`src/rtl/lpjt_pkg.sv`:
```
// Shared types, codes, constants and hash helpers of the linear-probing join table.
package lpjt_pkg;

  localparam int MAX_TABLE_BITS = 16;

  localparam logic [1:0] OP_CLEAR  = 2'd0;
  localparam logic [1:0] OP_INSERT = 2'd1;
  localparam logic [1:0] OP_PROBE  = 2'd2;
  localparam logic [1:0] OP_NOP    = 2'd3;

  localparam logic REG_INDEX_BITS = 1'b0;
  localparam logic REG_HASH_MODE  = 1'b1;

  localparam logic [2:0] ST_CLEARED  = 3'd0;
  localparam logic [2:0] ST_INSERTED = 3'd1;
  localparam logic [2:0] ST_IGNORED  = 3'd2;
  localparam logic [2:0] ST_FULL     = 3'd3;
  localparam logic [2:0] ST_MATCH    = 3'd4;
  localparam logic [2:0] ST_NOMATCH  = 3'd5;

  localparam logic [31:0] NULL_KEY  = 32'h8000_0000;
  localparam logic [31:0] MUR_C1    = 32'h85eb_ca6b;
  localparam logic [31:0] MUR_C2    = 32'hc2b2_ae35;
  localparam logic [31:0] CRC_POLY  = 32'h82F6_3B78;

  typedef struct packed {
    logic [1:0]                    op;
    logic [31:0]                   key;
    logic [MAX_TABLE_BITS-1:0]     home;
  } job_t;

  typedef struct packed {
    logic [2:0]  status;
    logic [9:0]  build_row;
    logic [31:0] probe_row;
    logic        last;
    logic        overflow;
  } res_t;

  function automatic logic [31:0] crc8(input logic [31:0] crc_in);
    logic [31:0] c;
    c = crc_in;
    for (int b = 0; b < 8; b++) begin
      c = (c >> 1) ^ (c[0] ? CRC_POLY : 32'h0);
    end
    return c;
  endfunction

endpackage

```
`src/rtl/lpjt_front.sv`:
```
// Front part: takes transactions, computes the home slot over four steps and queues the job.
module lpjt_front #(
  parameter int TABLE_BITS = 10
) (
  input  logic                  clk,
  input  logic                  rst_n,
  input  logic                  in_push,
  output logic                  busy,
  input  logic [1:0]            in_op,
  input  logic [31:0]           in_key,
  input  logic                  hash_mode,
  input  logic [TABLE_BITS-1:0] mask,
  input  logic                  q_full,
  output logic                  q_push,
  output lpjt_pkg::job_t        q_data
);

  logic        busy_r;
  logic        done_r;
  logic [1:0]  step_r;
  logic [1:0]  op_r;
  logic [31:0] key_r;
  logic [31:0] h_r;
  logic [31:0] h_nxt;
  logic [31:0] mul_a;
  logic [31:0] mul_c;
  logic [31:0] prod;
  logic        accept;

  assign busy   = busy_r;
  assign accept = in_push && !busy_r && (in_op != lpjt_pkg::OP_NOP);
  assign q_push = busy_r && done_r && !q_full;

  always_comb begin
    mul_a = h_r ^ (h_r >> 16);
    mul_c = lpjt_pkg::MUR_C1;
    if (step_r == 2'd1) begin
      mul_a = h_r ^ (h_r >> 13);
      mul_c = lpjt_pkg::MUR_C2;
    end
    prod = mul_a * mul_c;
    if (hash_mode) begin
      h_nxt = lpjt_pkg::crc8(h_r);
    end else begin
      unique case (step_r)
        2'd0, 2'd1: h_nxt = prod;
        2'd2:       h_nxt = h_r ^ (h_r >> 16);
        default:    h_nxt = h_r;
      endcase
    end
  end

  always_comb begin
    q_data.op   = op_r;
    q_data.key  = key_r;
    q_data.home = lpjt_pkg::MAX_TABLE_BITS'(h_r[TABLE_BITS-1:0] & mask);
  end

  always_ff @(posedge clk) begin
    if (!rst_n) begin
      busy_r <= 1'b0;
      done_r <= 1'b0;
      step_r <= 2'd0;
    end else if (accept) begin
      busy_r <= 1'b1;
      done_r <= 1'b0;
      step_r <= 2'd0;
      op_r   <= in_op;
      key_r  <= in_key;
      h_r    <= hash_mode ? ~in_key : in_key;
    end else if (busy_r && !done_r) begin
      h_r    <= h_nxt;
      step_r <= step_r + 2'd1;
      if (step_r == 2'd3) begin
        done_r <= 1'b1;
      end
    end else if (q_push) begin
      busy_r <= 1'b0;
    end
  end

endmodule

```
`config.mk`:
```
export PLATFORM = sky130hd
export DESIGN_NAME = lpjt_front
export DESIGN_NICKNAME = d
export VERILOG_FILES = /design/src/rtl/lpjt_pkg.sv /design/src/rtl/lpjt_front.sv
export SDC_FILE = /design/constraint.sdc
export NUM_CORES = 1
export LEC_CHECK = 0
export ABC_AREA = 1
export ABC_CLOCK_PERIOD_IN_PS = 22200
export CAP_MARGIN = 20
export CELL_PAD_IN_SITES_DETAIL_PLACEMENT = 1
export CELL_PAD_IN_SITES_GLOBAL_PLACEMENT = 1
export CORE_ASPECT_RATIO = 0.75
export CORE_MARGIN = 1.5
export CORE_UTILIZATION = 36
export CTS_CLUSTER_DIAMETER = 80
export CTS_CLUSTER_SIZE = 40
export DETAILED_ROUTE_END_ITERATION = 8
export DONT_BUFFER_PORTS = 1
export GPL_TIMING_DRIVEN = 1
export PLACE_DENSITY_LB_ADDON = 0.1
export SLEW_MARGIN = 20
export SYNTH_ARGS = -nofsm -noshare
export SYNTH_HDL_FRONTEND = slang
export SYNTH_SLANG_ARGS = --single-unit
```
`constraint.sdc`:
```
create_clock -name clk -period 22.2 [get_ports clk]
set_input_delay 2.22 -clock clk [delete_from_list [all_inputs] [get_ports clk]]
set_output_delay 2.22 -clock clk [all_outputs]
set_load 0.05 [all_outputs]
```
==> flow_summary.json <==
{
  "outcome": "finished clean",
  "path_clk_slew_ps": 60,
  "netlist_area_mm2": 0.0173,
  "htree_num_levels": 3,
  "cts_resized": 0,
  "setup_viol": 0,
  "synth_commonest_cells": "488 x inv_1, 290 x nand2_1, 284 x fa_1",
  "drtIter0Drc": 989,
  "post-cts-setup-buffers": 0,
  "drtPass1Iterations": 5,
  "die_area_mm2": 0.0495,
  "crit_top_cell": "fa_1",
  "antenna_found_initial": 0,
  "clock-sinks": 70,
  "cts_buffer_depth": 2,
  "multi_input_area_mm2": 0.0131,
  "critPathSlowestCell": "fa_1",
  "insertedDiodeCount": 0,
  "fp.coreArea_mm2": 0.0475,
  "grt_pass1_vias": 14300,
  "cts_hold_buf": 0,
  "async_reset_ff_share_pct": 0,
  "cp_num_buf_inv": 10,
  "period_needed_ps": 9280,
  "synth-seq-cells": 70,
  "gp_congestion": 0.923,
  "reg2reg_slack_ps": 12920,
  "initial_core_util_pct": 36.5,
  "final_nets": 2503,
  "postSynthAreaPerCell_um2": 8.73,
  "path_delay_family": "adder cells",
  "die_w_um": 256,
  "worst-setup-path-type": "reg -> reg",
  "finalCritPeriodShare_pct": 41.8,
  "synth_warnings": 0,
  "numCtsBuffers": 9,
  "crit_fanout": 57,
  "hold_path.class": "reg -> reg",
  "rsz0062_at_grt": "no",
  "skew_ps": 15.1,
  "arrival_ps": 9390,
  "hpwl_um": 60600,
  "cts_root_buf": "clkbuf_16",
  "required_ps": 22310,
  "clk_latency_ps": 370,
  "routed_via_density": 5.16,
  "grt_max_degree": 58,
  "vias": 13300,
  "synth_edf_count": 66,
  "worst_setup_path_end_kind": "flop",
  "drive_gt1_share_pct": 2.82,
  "ys_seq_area_share_pct": 11.9,
  "cap_violations": 0,
  "synth_flop_cell": "edfxtp_1",
  "timing_hold_violations_final": 0,
  "synthTopCellsByArea": "fa_1 33%, ha_1 16%, edfxtp_1 11%",
  "synth.distinct_cells": 50,
  "wl_per_cell_um": 26.4,
  "startpoint_type": "flop",
  "maxSlewViolCount": 0,
  "io_buffers": 0,
  "synth_top_area_cell": "fa_1",
  "slowest_delay_ps": 560,
  "drc": 0,
  "boundaryPins": 101,
  "fillCellCount": 5631,
  "yosysTopAreaCellShare_pct": 32.8,
  "wirelength_um": 68200,
  "ant_nets": 0,
  "fin_tns_setup_ps": 0,
  "die_h_um": 193,
  "yosysMostFrequentCell": "inv_1",
  "tightestPinTransition_ps": 984,
  "rows": 69,
  "fmax_ghz": 0.108,
  "grt_usage_pct": 28.4,
  "seq_area_mm2": 0.00206,
  "grt_pass1_wl_um": 99700,
  "grt-ovfl-total": 0,
  "netlist_instances": 1986,
  "slew_headroom_pct": 34.2,
  "cts_tree": "yes",
  "syn_to_final_growth_pct": 5.10
}
==> state kept, by name (all words and copies together) (netlist names) <==
register / count
h_r: 32
key_r: 32
op_r: 2
step_r: 2
busy: 1
done_r: 1
==> through the flow <==
step	instance area [um^2]	std cells	worst slack, ps	hold slack [ps]	utilization [%]
finish	18200	2586	12920	525	38.4
global route	18200	2586	12600	549	38.4
CTS	18200	2586	13200	521	38.4
detailed placement	17900	2570	13230	511	37.8
global placement	17900	2570	13360	489	37.8
floorplan	17400	1992	15120	472	-
==> cells by family after synthesis <==
kind of cell | count (synthesis) | synth area share (%)
buffers and inverters | 569 | 12.7
other | 2 | 0.0433
DFF | 70 | 11.9
and+or+nand+nor | 483 | 11.4
adders and majority gates | 512 | 49.3
AOI/OAI and AO/OA | 201 | 6.64
xor gates and xnor gates | 149 | 8.07
==> worst paths after layout <==
path | startpoint | endpoint | depth (start not counted)
max | step_r[0] | h_r[31] | 31
min | step_r[0] | step_r[0] | 2
max reg2reg | step_r[0] | h_r[31] | 31
min reg2reg | step_r[0] | step_r[0] | 2
==> routing by layer <==
metal  GRT usage (%)  up-vias  part of all wire [%]
li1                -     5961                     -
met4            3.00        0                  0.83
met1            43.9     6997                    51
met2            42.4      360                    42
met5               0        -                     0
met3            4.71       26                   6.6
==> cells in the final DEF, fill, tap and decap left out, drive strengths merged, types with 2 or more instances in the layout <==
cell      netlist  final
inv           492    496
nand2         292    292
fa            284    284
ha            228    228
nor2          103    103
xor2           87     87
a21oi          71     71
o21ai          68     68
edfxtp         66     66
xnor2          62     62
nand3          59     59
a31oi          14     14
buf            23     14
nand4          11     11
o211ai          9      9
clkbuf         52      9
o21bai          8      8
conb            2      8
or2             8      8
a22oi           6      6
a21o            5      5
nand3b          5      5
a21boi          5      5
o22ai           4      4
dfxtp           4      4
nor3            4      4
a211oi          3      3
clkinv          2      3
a32oi           2      2
clkinvlp        0      2
==> worst min-delay path: stages (launching register included) <==
cell and delay [ps]:
dfxtp_1 340, nand2_1 80, a21oi_1 50
==> cell type report <==
class                      count  share of cell area (%)
clock buffer                   9                    1.24
clock inverter                 7                   0.337
inverter                     494                    10.2
multi-input combinational   1353                    72.0
sequential                    70                    11.3
tap                          639                    4.39
timing repair buffer          14                   0.577
Power is left out: the tool's default activity adds up to more than one toggle a clock period on the data nets, which glitch-free logic cannot reach.
