File: src/rtl/lpjt_fifo.sv
// Small register queue used between the front and back parts and on the result side.
module lpjt_fifo #(
  parameter int WIDTH = 8,
  parameter int DEPTH = 2
) (
  input  logic             clk,
  input  logic             rst_n,
  input  logic             push,
  input  logic [WIDTH-1:0] wdata,
  output logic             full,
  input  logic             pop,
  output logic [WIDTH-1:0] rdata,
  output logic             empty
);

  localparam int PW = $clog2(DEPTH);

  logic [WIDTH-1:0] mem_r [DEPTH];
  logic [PW:0]      wr_ptr_r;
  logic [PW:0]      rd_ptr_r;
  logic             do_push;
  logic             do_pop;

  assign empty   = (wr_ptr_r == rd_ptr_r);
  assign full    = (wr_ptr_r[PW] != rd_ptr_r[PW]) && (wr_ptr_r[PW-1:0] == rd_ptr_r[PW-1:0]);
  assign do_push = push && !full;
  assign do_pop  = pop && !empty;
  assign rdata   = mem_r[rd_ptr_r[PW-1:0]];

  always_ff @(posedge clk) begin
    if (do_push) begin
      mem_r[wr_ptr_r[PW-1:0]] <= wdata;
    end
  end

  always_ff @(posedge clk) begin
    if (!rst_n) begin
      wr_ptr_r <= '0;
      rd_ptr_r <= '0;
    end else begin
      if (do_push) begin
        wr_ptr_r <= wr_ptr_r + 1'b1;
      end
      if (do_pop) begin
        rd_ptr_r <= rd_ptr_r + 1'b1;
      end
    end
  end

endmodule

File: config.mk
export PLATFORM = sky130hd
export DESIGN_NAME = lpjt_fifo
export DESIGN_NICKNAME = d
export VERILOG_FILES = /design/src/rtl/lpjt_fifo.sv
export SDC_FILE = /design/constraint.sdc
export NUM_CORES = 1
export LEC_CHECK = 0
export BUFFER_PORTS_ARGS = -buffer_cell sky130_fd_sc_hd__buf_2
export CORE_MARGIN = 3
export CORE_UTILIZATION = 40
export CTS_BUF_LIST = sky130_fd_sc_hd__clkbuf_8
export DETAILED_ROUTE_END_ITERATION = 8
export GPL_TIMING_DRIVEN = 0
export PLACE_DENSITY_LB_ADDON = 0.3
export SETUP_SLACK_MARGIN = 0.5
export SYNTH_ARGS = -nofsm -noshare
export SYNTH_HDL_FRONTEND = slang
export SYNTH_SLANG_ARGS = --single-unit
File: constraint.sdc
create_clock -name clk -period 1.6 [get_ports clk]
set_clock_uncertainty 0.2 [all_clocks]
set_input_delay 0.08 -clock clk [delete_from_list [all_inputs] [get_ports clk]]
set_output_delay 0.08 -clock clk [all_outputs]
set_load 0.03 [all_outputs]
==> run metrics, run 1 <==
mean post-synth cell area 14.8 µm²; initial antenna violation count 0; Clock transition at path regs 0.07 ns; Final Power 1430 µW; total routed wirelength 2.16 mm; largest cells by area after synthesis edfxtp_1 (57%), dfxtp_1 (12%), mux2_2 (11%); Register Area 594 µm²; Placement Setup Slack 0.0348 ns; Max-Cap Viols 0; crit path cell chain xor2_4, buf_6, a21oi_4, buf_6; master of the slowest instance on the critical path dfxtp_4; Max rail drop VDD 0.000916 V; design area 0.00147 mm²; final setup fails 0; Ports 22; first-pass GRT wire length 3.28 mm; register area share after synthesis 68.8%; Pwr Density 976 mW/mm²; Yosys top cell area share 57.0%; Top cell by count, worst path buf_6; class of the most critical setup path flip-flop to flip-flop; Multi-input gate area 350 µm²; Die Y 51.9 µm; min Tclk post-route 1.49 ns; CP Max Fanout 5; ys flop type edfxtp_1; Max Slew Vio Count 0; Placed Area 0.00107 mm²; Post-synth EDFFs 16; GP Congestion 0.731; root buffer cell clkbuf_8; max_slew headroom 83.8%; Worst-Skew Late Latency 0.25 ns; vias in the first global route 702; unrepaired setup endpoints after global routing yes; Yosys Warn Count 0; Syn Inst Count 57; TritonCTS clock tree done; Detailed Route Iter0 Violations 17; Arrival @ worst endpoint 1.26 ns; Critical Path RT 1.37 ns; TritonCTS buffer count 3; synth cell count leaders edfxtp_1 (16), mux2_2 (8), dfxtp_1 (5), nor2_1 (5), nand2_1 (4); HP Class primary input to flip-flop; Synth area leader edfxtp_1; status complete, no violations; Ant. Diodes 0; die area 0.00270 mm²; Fill cells 93; DRT Pass-1 Iters 4; IO Port Bufs 21; final worst-path cycle share 93.3%; Startpoint Class flip-flop; critical path's largest stage delay 0.37 ns; Async SR Flop Fraction 0%; CP delay by family, top flip-flops; post-DP HPWL 1.02 mm; Worst Tran Pin Value 0.241 ns; setup slack after layout 0.107 ns; share of cells above drive strength 1 58.3%; row cnt 15; core area 0.00186 mm²; Netlist cell types 20; Seq cells post-synth 21; initial core utilization 45.4%; top-count cell post-synth edfxtp_1; chip width 51.9 µm; dpl cells 103; Hold Fails Final Rpt 0; clock tree buffer depth 2; CTS sink cnt 21; largest net degree at the start of global routing 12; final non-filler cell total 133; final net count 121; grt total ovfl 0; f_max 670 MHz; DR vias/cell 5.14; drc violations 0; Post-Syn Area 843 µm²; Via Count 683; antenna-violating nets left 0; setup_tns 0 ns; LEAKAGE 0.000609 µW; Total GRT Usage 17.1%; WL/cell 16.2 µm; combined buffer and inverter count along the critical path 2; Layout area overhead 73.9%; syn nets 69; Worst setup EP type flip-flop; H-tree Lvls 1
-- cell type report --
cell class                      count  area share, %
Multi-Input combinational cell     33           23.9
Timing Repair Buffer               47           28.1
Tap cell                           25           2.13
Clock buffer                        3           2.82
Buffer                              2           2.05
Clock inverter                      1          0.256
Sequential cell                    21           40.5
Inverter                            1          0.256
-- through the flow --
step / hold slack, ns / util, %
6_report: 0.0272 / 78.9
5_1_grt: 0.0525 / 78.9
2_1_floorplan: -0.0211 / -
4_1_cts: -0.000207 / 75.2
3_5_place_dp: 0.0712 / 57.6
3_3_place_gp: 0.0666 / 57.6
-- worst min-delay path: cells and delay by family --
kind | cells | cell delay (ns)
buffers and inverters | 1 | 0.11
muxes | 1 | 0.07
and+or+nand+nor | 1 | 0.07
AOI/OAI and AO/OA | 1 | 0.11
-- layout by cell type, fill, tap and decap left out, types with 3 or more instances in the layout --
cell and instances:
buf_2 11, buf_4 9, buf_6 15, clkbuf_8 3
dfxtp_4 3, dlygate4sd3_1 12, edfxtp_1 16, mux2_4 8
nor2_1 4
-- per-layer routing --
metal	wire length, µm	up-vias	global-route usage, %
li1	-	316	-
met1	832	348	18.2
met2	1220	15	32.4
met3	79	4	5.73
met4	27	0	3.06
met5	0	-	0
-- flip-flops by register name, indices dropped and copies added (netlist names), named ones only --
register  count
rd_ptr_r      2
mem_r        16
wr_ptr_r      2
-- timing repair --
action,CTS,global route
hold endpoints to repair,21,0
setup endpoints to repair,31,31
resized for setup,30,8
hold buffers,12,0
pin swaps,7,5
buffers inserted,7,7
-- path summary, 6_finish.rpt --
path                    start          end  slack [ns]  depth (start not counted)
setup / recovery  wr_ptr_r[1]  mem_r[1][1]        0.11                          4
hold / removal            pop  rd_ptr_r[1]        0.03                          4
setup reg to reg  wr_ptr_r[1]  mem_r[1][1]        0.11                          4
hold reg to reg   wr_ptr_r[0]  rd_ptr_r[1]        0.39                          2
-- kinds of logic after synthesis --
group                     after synthesis  synth area share (%)
buffers and inverters                   3                  1.48
AOI/OAI and AO/OA                       8                  6.08
DFF                                    21                  68.8
xor gates and xnor gates                3                  4.01
muxes                                  10                  13.1
and+or+nand+nor                        12                  6.53
-- power breakdown --
group	internal [µW]	switching, µW	leakage (µW)
logic	232	212	0.000389
clock network	170	155	0.0000269
registers	634	28.1	0.000193
(Power assumes the default switching activity.)
==> run 2: changes to the inputs <==
- REMOVE_ABC_BUFFERS: unset -> 1
==> run 2 against run 1 <==
The run now ends with negative hold slack left. Critical path depth is the same. Sequential share of layout area grew 4.8 points. Fmax grew 1.4%.
==> run metrics, run 2 (synthesis gave the netlist of run 1 again) <==
class of the most critical setup path flip-flop to flip-flop; Worst-Skew Late Latency 0.25 ns (about the same); first-pass GRT wire length 2.77 mm (-15%); core area 0.00186 mm² (unchanged); drc violations 0 (unchanged); unrepaired setup endpoints after global routing yes; Ant. Diodes 0 (unchanged); Max rail drop VDD 0.000658 V (-28%); Total GRT Usage 14.4% (-2.7 points); Reg-to-Reg End mem_r[1][5]; DRT Pass-1 Iters 5 (+1); violated checks negative hold slack; final core utilization 70.8% (-8.1 points); clock tree buffer depth 2 (unchanged); Placement Setup Slack -0.278 ns (-0.312 ns); die area 0.00270 mm² (unchanged); row cnt 15 (unchanged); Max-Cap Viols 0 (unchanged); Pwr Density 1020 mW/mm² (+4.2%); status complete, but fails checks; Largest register FFs 16 (unchanged); DR vias/cell 4.89 (-4.9%); Layout area overhead 56.1%; total routed wirelength 1.65 mm (-23%); max_slew headroom 82.9% (-0.95 points); TritonCTS clock tree done; LEAKAGE 0.000544 µW (-11%); most frequent cells in the layout edfxtp_1 (16), dlygate4sd3_1 (12), buf_2 (12), mux2_4 (8), buf_6 (8); Startpoint Class flip-flop; r2r startpoint wr_ptr_r[1]; Ports 22 (unchanged); WL/cell 13.4 µm (-17%); Hold Fails Final Rpt 1 (+1); Critical Path RT 1.37 ns (about the same); root buffer cell clkbuf_8; Min Hold Slack -0.00210 ns (-0.0293 ns); Arrival @ worst endpoint 1.24 ns (-0.02 ns); final net count 111 (-8.3%); f_max 680 MHz (+1.4%); min Tclk post-route 1.47 ns (-0.0213 ns); TritonCTS buffer count 3 (unchanged); largest net degree at the start of global routing 13 (+1); grt total ovfl 0 (unchanged); HP Start push; vias in the first global route 620 (-12%); antenna-violating nets left 0 (unchanged); Fill cells 124 (+33%); commonest non-fill, non-tap cell in the layout edfxtp_1; Clock transition at path regs 0.07 ns (about the same); Die Y 51.9 µm (unchanged); post-DP HPWL 930 µm (-8.8%); share of cells above drive strength 1 50.0% (-8.3 points); HP Class primary input to flip-flop; CTS sink cnt 21 (unchanged); Via Count 601 (-12%); Detailed Route Iter0 Violations 14 (-3); Worst setup EP type flip-flop; final setup fails 0 (unchanged); initial core utilization 45.4% (unchanged); dpl cells 101 (-1.9%); final worst-path cycle share 92.0% (-1.3 points); hold path endpoint wr_ptr_r[0]; Worst R2R Path Depth 4 (unchanged); Max Slew Vio Count 0 (unchanged); setup slack after layout 0.129 ns (+0.0213 ns); chip width 51.9 µm (unchanged); Worst Tran Pin Value 0.254 ns (+0.0132 ns); final non-filler cell total 123 (-7.5%); IO Port Bufs 21 (unchanged); Worst Hold Path Cells 3 (-1); reg-to-reg slack, setup 0.13 ns (+0.02 ns); initial antenna violation count 0 (unchanged); H-tree Lvls 1 (unchanged); CP Max Fanout 8 (+3); GP Congestion 0.869 (+19%)
run 2: cell count changes in the layout (fill, tap and decap cells not counted), sizes merged:
cell	delta
inv	-1
buf	-10
clkinv	+1
run 2: area by class of cell:
cell class | count | area, µm² | share of cell area (%)
sequential | 21 | 597 | 45.3
timing repair buffer | 39 | 335 | 25.5
multi-input combinational | 33 | 303 | 23.0
clock buffer | 3 | 41.3 | 3.14
tap | 25 | 31.3 | 2.38
clock inverter | 1 | 5.00 | 0.380
inverter | 1 | 3.75 | 0.285
run 2: worst max-delay path by stage:
stage	start	end	slack (ns)	depth (start not counted)
2_1_floorplan	rd_ptr_r[1]	mem_r[1][0]	-0.01	2
3_3_place_gp	rd_ptr_r[1]	mem_r[1][0]	-0.26	2
3_5_place_dp	rd_ptr_r[1]	mem_r[1][0]	-0.28	2
4_1_cts	flip-flop	rdata[7]	0.15	2
5_1_grt	wr_ptr_r[1]	mem_r[1][3]	0.08	4
6_report	wr_ptr_r[1]	mem_r[1][5]	0.13	4
run 2: metrics by stage:
stage / total power, µW / TNS, ns / area [µm²]
2_1_floorplan: 824 / -0.112 / 835
4_1_cts: 1340 / 0 / 1300
5_1_grt: 1410 / 0 / 1320
6_report: 1340 / 0 / 1320
3_5_place_dp: 893 / -2.85 / 971
3_3_place_gp: 887 / -2.50 / 971
run 2: routing by layer:
layer  track usage (%)  share of wire [%]
met5                 0                  0
met4              7.42                  0
met3              2.58                4.8
met2              23.8                 52
met1              17.7                 43
run 2: worst max-delay path: stages (launching register included):
cell and delay [ns]:
dfxtp_2 0.35, xor2_2 0.19, buf_4 0.15, a21oi_4 0.16, buf_12 0.14
run 2: power by group:
part           switching (µW)  internal, µW  total (µW)
logic                     168           175         342
clock network             159           173         332
registers                32.0           633         665
total                     358           981        1340
run 2: what timing repair did:
item / 4_1_cts / 5_1_grt
gates cloned: 0 / 0
endpoints found under the hold margin: 21 / 1
pin swaps: 5 / 0
endpoints found under the setup margin: 30 / 31
hold buffers: 11 / 1
setup buffers: 6 / 0
gates resized for setup: 40 / 2
